`src/rtl/core/netp_pkg.sv`:
```
package netp_pkg;

  localparam int unsigned TABLE_ENTRIES_DEF = 32;

  localparam logic [7:0] SEG_SKIP    = 8'h00;
  localparam logic [7:0] SEG_MOVABLE = 8'hFF;

  localparam logic [5:0] COUNT_MAX = 6'd63;

  localparam logic [2:0] PH_COUNT = 3'd0;
  localparam logic [2:0] PH_SEG   = 3'd1;
  localparam logic [2:0] PH_FLAG  = 3'd2;
  localparam logic [2:0] PH_SKIP1 = 3'd3;
  localparam logic [2:0] PH_SKIP2 = 3'd4;
  localparam logic [2:0] PH_SKIP3 = 3'd5;
  localparam logic [2:0] PH_OFFLO = 3'd6;
  localparam logic [2:0] PH_OFFHI = 3'd7;

  localparam logic KIND_ENTRY = 1'b0;
  localparam logic KIND_END   = 1'b1;

  typedef struct packed {
    logic        kind;
    logic [15:0] ordinal;
    logic [15:0] offset;
    logic        recorded;
    logic [5:0]  export_count;
  } res_t;

endpackage

```
`src/rtl/core/ne_entry_table_parser.sv`:
```
// Entry table parser for a segmented executable.
// The input channel carries one raw table byte per transfer, with a start flag
// that restarts the parser and marks the byte as the count byte of a new table.
// The output channel carries one result per completed entry (ordinal, offset,
// recorded flag, export count) and one end result when a zero count byte ends
// the table. Bytes after the end produce nothing until a start flag arrives.
// One byte is accepted every cycle while in_stall is low. The phase machine
// updates on each transfer, and its result is registered at the same clock edge.
// Results sit in an output register backed by one skid register, so a byte is
// still accepted while one result waits under stall. in_stall rises only when
// both are full and falls the cycle after the receiver takes a result.
// After reset the parser waits for a count byte, both result registers are
// empty, and the first byte is treated as a count byte even without a start.
module ne_entry_table_parser
  import netp_pkg::*;
#(
  parameter int unsigned TABLE_ENTRIES = TABLE_ENTRIES_DEF
) (
  input  logic        clk,
  input  logic        rst_n,
  input  logic        in_valid,
  output logic        in_stall,
  input  logic [7:0]  in_table_byte,
  input  logic        in_start_table,
  output logic        out_valid,
  input  logic        out_stall,
  output logic        out_result_kind,
  output logic [15:0] out_ordinal,
  output logic [15:0] out_entry_offset,
  output logic        out_recorded,
  output logic [5:0]  out_export_count
);

  localparam logic [15:0] EntryLimit = 16'(TABLE_ENTRIES);

  logic [2:0]  phase_r, phase_nxt;
  logic [7:0]  left_r, left_nxt;
  logic        movable_r, movable_nxt;
  logic [15:0] ord_r, ord_nxt;
  logic [5:0]  count_r, count_nxt;
  logic [7:0]  off_lo_r, off_lo_nxt;
  logic        done_r, done_nxt;

  logic        out_valid_r, out_valid_nxt;
  res_t        out_res_r, out_res_nxt;
  logic        skid_valid_r, skid_valid_nxt;
  res_t        skid_res_r, skid_res_nxt;

  logic        accept;
  logic        produce;
  res_t        res;
  logic [7:0]  left_dec;
  logic        rec;
  logic [5:0]  cnt;

  assign in_stall = skid_valid_r;
  assign accept   = in_valid && !in_stall;
  assign left_dec = left_r - 8'd1;

  always_comb begin
    phase_nxt   = phase_r;
    left_nxt    = left_r;
    movable_nxt = movable_r;
    ord_nxt     = ord_r;
    count_nxt   = count_r;
    off_lo_nxt  = off_lo_r;
    done_nxt    = done_r;
    produce     = 1'b0;
    res         = '0;
    rec         = 1'b0;
    cnt         = '0;
    if (in_start_table) begin
      phase_nxt   = PH_COUNT;
      left_nxt    = '0;
      movable_nxt = 1'b0;
      ord_nxt     = '0;
      count_nxt   = '0;
      off_lo_nxt  = '0;
      done_nxt    = 1'b0;
    end
    if (!done_nxt) begin
      case (phase_nxt)
        PH_COUNT: begin
          if (in_table_byte == 8'd0) begin
            done_nxt         = 1'b1;
            produce          = 1'b1;
            res.kind         = KIND_END;
            res.ordinal      = ord_nxt;
            res.export_count = count_nxt;
          end else begin
            left_nxt  = in_table_byte;
            phase_nxt = PH_SEG;
          end
        end
        PH_SEG: begin
          if (in_table_byte == SEG_SKIP) begin
            ord_nxt   = ord_nxt + 16'(left_nxt);
            left_nxt  = '0;
            phase_nxt = PH_COUNT;
          end else begin
            movable_nxt = (in_table_byte == SEG_MOVABLE);
            phase_nxt   = PH_FLAG;
          end
        end
        PH_FLAG:  phase_nxt = movable_nxt ? PH_SKIP1 : PH_OFFLO;
        PH_SKIP1: phase_nxt = PH_SKIP2;
        PH_SKIP2: phase_nxt = PH_SKIP3;
        PH_SKIP3: phase_nxt = PH_OFFLO;
        PH_OFFLO: begin
          off_lo_nxt = in_table_byte;
          phase_nxt  = PH_OFFHI;
        end
        PH_OFFHI: begin
          rec = (ord_r < EntryLimit);
          cnt = (ord_r < 16'(COUNT_MAX)) ? (ord_r[5:0] + 6'd1) : COUNT_MAX;
          if (rec && (cnt > count_r)) begin
            count_nxt = cnt;
          end
          ord_nxt          = ord_r + 16'd1;
          left_nxt         = left_dec;
          phase_nxt        = (left_dec == 8'd0) ? PH_COUNT : PH_FLAG;
          produce          = 1'b1;
          res.kind         = KIND_ENTRY;
          res.ordinal      = ord_r;
          res.offset       = {in_table_byte, off_lo_r};
          res.recorded     = rec;
          res.export_count = count_nxt;
        end
        default: phase_nxt = PH_COUNT;
      endcase
    end
  end

  always_comb begin
    out_valid_nxt  = out_valid_r;
    out_res_nxt    = out_res_r;
    skid_valid_nxt = skid_valid_r;
    skid_res_nxt   = skid_res_r;
    if (out_valid_r && out_stall) begin
      if (accept && produce) begin
        skid_valid_nxt = 1'b1;
        skid_res_nxt   = res;
      end
    end else if (skid_valid_r) begin
      out_valid_nxt  = 1'b1;
      out_res_nxt    = skid_res_r;
      skid_valid_nxt = 1'b0;
    end else begin
      out_valid_nxt = accept && produce;
      out_res_nxt   = res;
    end
  end

  always_ff @(posedge clk) begin
    if (!rst_n) begin
      phase_r      <= PH_COUNT;
      left_r       <= '0;
      movable_r    <= 1'b0;
      ord_r        <= '0;
      count_r      <= '0;
      off_lo_r     <= '0;
      done_r       <= 1'b0;
      out_valid_r  <= 1'b0;
      skid_valid_r <= 1'b0;
    end else begin
      if (accept) begin
        phase_r   <= phase_nxt;
        left_r    <= left_nxt;
        movable_r <= movable_nxt;
        ord_r     <= ord_nxt;
        count_r   <= count_nxt;
        off_lo_r  <= off_lo_nxt;
        done_r    <= done_nxt;
      end
      out_valid_r  <= out_valid_nxt;
      skid_valid_r <= skid_valid_nxt;
    end
  end

  always_ff @(posedge clk) begin
    out_res_r  <= out_res_nxt;
    skid_res_r <= skid_res_nxt;
  end

  assign out_valid        = out_valid_r;
  assign out_result_kind  = out_res_r.kind;
  assign out_ordinal      = out_res_r.ordinal;
  assign out_entry_offset = out_res_r.offset;
  assign out_recorded     = out_res_r.recorded;
  assign out_export_count = out_res_r.export_count;

endmodule

```
`config.mk`:
```
export PLATFORM = sky130hd
export DESIGN_NAME = ne_entry_table_parser
export DESIGN_NICKNAME = d
export VERILOG_FILES = /design/src/rtl/core/netp_pkg.sv /design/src/rtl/core/ne_entry_table_parser.sv
export SDC_FILE = /design/constraint.sdc
export NUM_CORES = 1
export LEC_CHECK = 0
export BUFFER_PORTS_ARGS = -buffer_cell sky130_fd_sc_hd__clkbuf_2
export CAP_MARGIN = 20
export CORE_AREA = 2 2 116 118
export DETAILED_ROUTE_END_ITERATION = 10
export DIE_AREA = 0 0 118 120
export GPL_TIMING_DRIVEN = 0
export PLACE_DENSITY_LB_ADDON = 0.12
export SLEW_MARGIN = 20
export SYNTH_ARGS = -nofsm -noshare
export SYNTH_HDL_FRONTEND = slang
export SYNTH_SLANG_ARGS = --single-unit
```
`constraint.sdc`:
```
create_clock -name clk -period 3.63 [get_ports clk]
set_input_delay 0.5445 -clock clk [delete_from_list [all_inputs] [get_ports clk]]
set_output_delay 0.5445 -clock clk [all_outputs]
set_load 0.005 [all_outputs]
```
==> Word level (Yosys, flattened, before mapping) <==
Cells that the tools add are included.
{ "totals": {"register_bits": 125} }
{ "op_classes": {"add_sub_neg": 4, "magnitude_cmp": 3, "eq_ne": 8, "mux": 42, "n_reduce_logical": 10} }
{ "op_table": {"columns": ["cell", "count"], "rows": [
  ["$mux 40", 2],
  ["$mux 8", 7],
  ["$mux 16", 3],
  ["$mux 6", 6],
  ["$mux 17", 2],
  ["$pmux 17 s2", 1],
  ["$lt 16x6->1 const B", 2],
  ["$pmux 16 s2", 1],
  ["$pmux 3 s8", 1],
  ["$pmux 8 s3", 1],
  ["$add 16x1->16 const B", 1],
  ["$add 16x8->16", 1],
  ["$logic_not 8->1", 2],
  ["$eq 3x3->1 const B", 4],
  ["$mux 3", 4],
  ["$pmux 6 s2", 1],
  ["$mux 1", 10],
  ["$eq 8x8->1 const B", 1],
  ["$sub 8x1->8 const B", 1],
  ["$add 6x1->6 const B", 1],
  ["$eq 3x2->1 const B", 2],
  ["$gt 6x6->1", 1],
  ["$logic_and 1x1->1", 4],
  ["$mux 2", 2],
  ["5 further kinds", 6]
]} }

==> Longest topological paths before layout <==
{ "logic_depth": {"ltp_word": 8, "mapped_depth": 13} }

==> Worst setup path before layout <==
Ideal clock, no wire load.
{ "synth_path": {"kind": "input port to flip-flop", "start": "input port out_stall", "end": "register skid_res_r[0] in the netlist's numbering, enable pin", "arrival_ns": 3.286, "t_required_ns": 3.193, "path_slack_ns": -0.093, "cell_stages": 2, "path_buffers": 0, "path_cell_list": "nand2_1 nor2_1"} }
{ "synth_between": {"elab_chain_cells": 2} }
{ "synth_rtl": {"columns": ["element", "line", "rtl"], "rows": [
  ["start, declared", "ne_entry_table_parser.sv:26", "input logic out_stall,"],
  ["$logic_and 1x1->1", "ne_entry_table_parser.sv:139", "if (out_valid_r && out_stall) begin"],
  ["$reduce_and 2->1 (no source line)", null, null],
  ["end signal, assigned", "ne_entry_table_parser.sv:182", "skid_res_r <= skid_res_nxt;"],
  ["end, declared", "ne_entry_table_parser.sv:47", "res_t skid_res_r, skid_res_nxt;"]
]} }
No other way between the ends.
A chain may end at the register's enable or synchronous reset.

==> impl_results.html <==
<table>
<tr><th>Metric</th><th>Value</th></tr>
<tr><th colspan="2">Yosys</th></tr>
<tr><td>Gate Count Post-Synth</td><td>698</td></tr>
<tr><td>Total nets after synthesis</td><td>around 730</td></tr>
<tr><td>Yosys warning count</td><td>0</td></tr>
<tr><td>Portion of the post-synthesis area used by sequential elements</td><td>47.8%</td></tr>
<tr><td>EDFF count, synth</td><td>80</td></tr>
<tr><td>Share of synthesized flip-flops with an asynchronous set or reset</td><td>0%</td></tr>
<tr><td>Count of cell types in the netlist</td><td>66</td></tr>
<tr><td>Commonest register cell after synthesis</td><td>edfxtp_1</td></tr>
<tr><td>Cell area after synthesis</td><td>roughly 0.0069 mm^2</td></tr>
<tr><td>Post-synthesis register bit count</td><td>125</td></tr>
<tr><td>Post-Syn Area per Cell</td><td>9.90 um^2</td></tr>
<tr><th colspan="2">Global routing</th></tr>
<tr><td>Maximum number of pins on one net before global-route repair</td><td>24</td></tr>
<tr><td>Number of global-route vias before repair</td><td>5,495</td></tr>
<tr><td>Sum of overflow across all layers after global routing</td><td>0</td></tr>
<tr><td>Antenna violations before repair</td><td>0</td></tr>
<tr><td>Wire length of the first global-routing pass</td><td>29,800 um</td></tr>
<tr><td>Overall Global Routing Usage</td><td>27.2%</td></tr>
<tr><th colspan="2">Hold path</th></tr>
<tr><td>Hold Startpoint</td><td>in_table_byte[6]</td></tr>
<tr><td>Number of cells on the worst hold path</td><td>3</td></tr>
<tr><td>Min-delay worst type</td><td>primary input to flop</td></tr>
<tr><td>End of the worst hold path</td><td>off_lo_r[6]</td></tr>
<tr><th colspan="2">Place</th></tr>
<tr><td>DPL Wire Length</td><td>~13,000 um</td></tr>
<tr><td>Instance area at placement</td><td>0.00746 mm^2</td></tr>
<tr><td>Input/output buffers</td><td>54</td></tr>
<tr><td>Weighted congestion reported at the end of routability-driven placement</td><td>0.962</td></tr>
<tr><th colspan="2">Finish</th></tr>
<tr><td>Area occupied by registers</td><td>0.00330 mm^2</td></tr>
<tr><td>Count of inserted antenna diode cells</td><td>0</td></tr>
<tr><td>Final-stage net count</td><td>804</td></tr>
<tr><td>Area growth syn-to-layout</td><td>17.0%</td></tr>
<tr><td>Fraction of layout cells with a size suffix above 1</td><td>20.0%</td></tr>
<tr><td>Area of all placed cells without fillers</td><td>0.00809 mm^2</td></tr>
<tr><td>Commonest non-fill, non-tap cell in the layout</td><td>edfxtp_1</td></tr>
<tr><td>Post-layout utilization of the core</td><td>between 60% and 70%</td></tr>
<tr><td>Most frequent cells in the layout</td><td>edfxtp_1 (80), nand2_1 (62), clkbuf_2 (56)</td></tr>
<tr><td>Filler Cell Count</td><td>1,128</td></tr>
<tr><td>Total area of multi-input combinational cells</td><td>0.00337 mm^2</td></tr>
<tr><th colspan="2">Timing</th></tr>
<tr><td>Max-slew violation total from the final report</td><td>0</td></tr>
<tr><td>Final count of hold timing violations</td><td>0</td></tr>
<tr><td>Slew at the pin with the worst max-slew slack</td><td>0.707 ns</td></tr>
<tr><td>Fraction of the cycle the final worst path needs</td><td>between 90% and 100%</td></tr>
<tr><td>Worst rel slew slack</td><td>52.5%</td></tr>
<tr><td>Final setup fails</td><td>0</td></tr>
<tr><td>F_max</td><td>287 MHz</td></tr>
<tr><td>Clock Skew</td><td>0.0131 ns</td></tr>
<tr><td>Unrepaired setup endpoints after global routing</td><td>no</td></tr>
<tr><td>Crit path time final</td><td>3.48 ns</td></tr>
<tr><th colspan="2">CTS</th></tr>
<tr><td>Clock slew at reported path FFs</td><td>0.06 ns</td></tr>
<tr><td>Number of buffers on the longest clock path</td><td>2</td></tr>
<tr><td>Clock latency on the worst-skew pair</td><td>0.42 ns</td></tr>
<tr><td>CTS tree</td><td>yes</td></tr>
<tr><td>Maximum level of the CTS H-tree</td><td>4</td></tr>
<tr><td>Hold buffer count at cts</td><td>0</td></tr>
<tr><td>Clk sink count</td><td>125</td></tr>
<tr><td>Total CTS buffers</td><td>17</td></tr>
<tr><td>Clock root buffer</td><td>clkbuf_16</td></tr>
<tr><th colspan="2">Worst setup path</th></tr>
<tr><td>Worst R2R End</td><td>out_export_count[4]</td></tr>
<tr><td>Launch point of the worst reg-to-reg path</td><td>ord_r[9]</td></tr>
<tr><td>Worst r2r path cells</td><td>11</td></tr>
<tr><td>Worst endpoint required time</td><td>3.80 ns</td></tr>
<tr><td>Critical setup path kind</td><td>flop to flop</td></tr>
<tr><td>Kind of end point of the critical path</td><td>flop</td></tr>
<tr><td>Startpoint type of the worst setup path</td><td>flop</td></tr>
<tr><td>Arrival time of data at the critical path endpoint</td><td>3.65 ns</td></tr>
<tr><td>Worst R2R Setup Slack</td><td>0.15 ns</td></tr>
<tr><td>Maximum net fanout on the critical path</td><td>9</td></tr>
<tr><th colspan="2">Floorplanning</th></tr>
<tr><td>Core outline area</td><td>0.0130 mm^2</td></tr>
<tr><td>DIE WIDTH</td><td>118 um</td></tr>
<tr><td>Total I/O pin count</td><td>55</td></tr>
<tr><td>Number of rows created at floorplan</td><td>42</td></tr>
<tr><td>Die height</td><td>120 um</td></tr>
<tr><td>Die Area</td><td>around 0.014 mm^2</td></tr>
<tr><td>Starting utilization of the core area</td><td>53.2%</td></tr>
<tr><th colspan="2">Route</th></tr>
<tr><td>Drc violations</td><td>0</td></tr>
<tr><td>Detailed-route vias per instance</td><td>5.92</td></tr>
<tr><td>Total Routed Length</td><td>18,600 um</td></tr>
<tr><td>DR pass1 iterations</td><td>7</td></tr>
<tr><td>Average routed wire per standard cell</td><td>roughly 19 um</td></tr>
<tr><td>Routed Antenna Nets</td><td>0</td></tr>
<tr><td>Via count</td><td>5,698</td></tr>
<tr><td>Number of DRC markers in iteration 0</td><td>486</td></tr>
<tr><th colspan="2">Pwr</th></tr>
<tr><td>Largest vdd supply drop</td><td>around 0.32 mV</td></tr>
<tr><td>LEAKAGE</td><td>0.00321 uW</td></tr>
<tr><td>Power density relative to cell area</td><td>437 mW/mm^2</td></tr>
<tr><td>Final Power</td><td>3530 uW</td></tr>
<tr><th colspan="2">Run</th></tr>
<tr><td>Maximum Capacitance Violations</td><td>0</td></tr>
<tr><th colspan="2">Run status</th></tr>
<tr><td>Run status</td><td>finished clean</td></tr>
</table>
## cell usage after synthesis, types with 8 or more instances
master    number  area share (%)
mux2i_1        8             1.2
nand3b_1       9            0.98
nor2_1        54             2.9
edfxtp_1      80              35
nor2b_1       20             1.8
nor3_1        25             1.8
a21oi_1       46             3.3
nand2_1       63             3.4
nand3_1       13            0.94
xnor2_1       10             1.3
ha_1          17             3.1
and2_1        28             2.5
clkbuf_1      39             2.1
dfxtp_1       45              13
or3_1          8            0.72
inv_1         18            0.98
nand4_1       10            0.91
o21ai_0       27             2.0
a211oi_1      13             1.4
a31oi_1       11             1.0
mux2_2        32             5.2
## what timing repair did
item	4_1_cts	5_1_grt
endpoints found under the hold margin	0	0
resized for setup	2	3
pin swaps	1	0
gates cloned	0	0
endpoints found under the setup margin	15	13
setup buffers	2	0
## sequential cells by signal, summed over array words and instances, names as in the netlist, 3 cells and up
| signal | flops |
|---|---|
| skid_res_r | 40 |
| ord_r | 16 |
| out_entry_offset | 16 |
| out_ordinal | 16 |
| left_r | 8 |
| off_lo_r | 8 |
| count_r | 6 |
| out_export_count | 6 |
| phase_r | 3 |
## critical path, stage by stage, from the launching register on
cell and delay [ns]:
dfxtp_1 0.29, buf_2 0.18, nor4_2 0.36, nand3_1 0.32, or3_1 0.44, ha_1 0.29, nor2b_1 0.13, o21bai_1 0.11
a311oi_4 0.33, mux2i_1 0.33, a21oi_2 0.12, mux2_1 0.31
## logic make-up (layout without fill, tap and decap cells)
logic type,after synthesis,count (layout),share of synthesized area [%]
mux,45,45,7.19
xor+xnor,14,14,1.77
fa+ha+maj,18,18,3.37
compound gates,158,158,14.8
simple gates,273,273,21.3
buf+inv,65,153,3.75
flops,125,125,47.8
## through the flow
stage | setup slack (ns) | hold WS (ns) | instances | TNS (ns)
2_1_floorplan | 0.356 | 0.446 | 698 | 0
3_3_place_gp | -0.944 | 0.459 | 928 | -35.44
3_5_place_dp | -0.997 | 0.472 | 930 | -8.23
4_1_cts | 0.0303 | 0.434 | 963 | 0
5_1_grt | 0.0262 | 0.470 | 962 | 0
6_report | 0.149 | 0.437 | 962 | 0
## worst max-delay path by stage
stage	slack [ns]	end	from	cells after the start
finish	0.15	out_export_count[4]	ord_r[9]	11
detailed placement	-1.0	ord_r[8]	in_start_table	14
floorplan	0.36	ord_r[15]	in_start_table	11
global placement	-0.94	ord_r[8]	in_start_table	14
CTS	0.03	out_export_count[4]	ord_r[8]	12
global route	0.03	out_export_count[5]	ord_r[12]	12
## final cells by class
cell class                      count  area share, %
Multi-Input combinational cell    508           41.7
Sequential cell                   125           40.9
Clock buffer                       17           5.26
Timing Repair Buffer               58           4.21
Tap cell                          176           2.72
Buffer                             44           2.24
Clock inverter                     15           2.09
Inverter                           19          0.882
## per-layer routing
metal | global-route usage [%] | routed length, um | vias up
met1 | 39.2 | 8770 | 2720
met3 | 5.99 | 1260 | 25
met4 | 10.1 | 371 | 0
li1 | - | - | 2726
met2 | 40.0 | 8210 | 227
met5 | 0 | 0 | -
## power by group
part           internal [uW]  switching [uW]  total, uW
clock network           1080             651       1730
logic                    101             178        280
registers               1510            13.0       1520
total                   2690             843       3530
(Power assumes the default switching activity.)
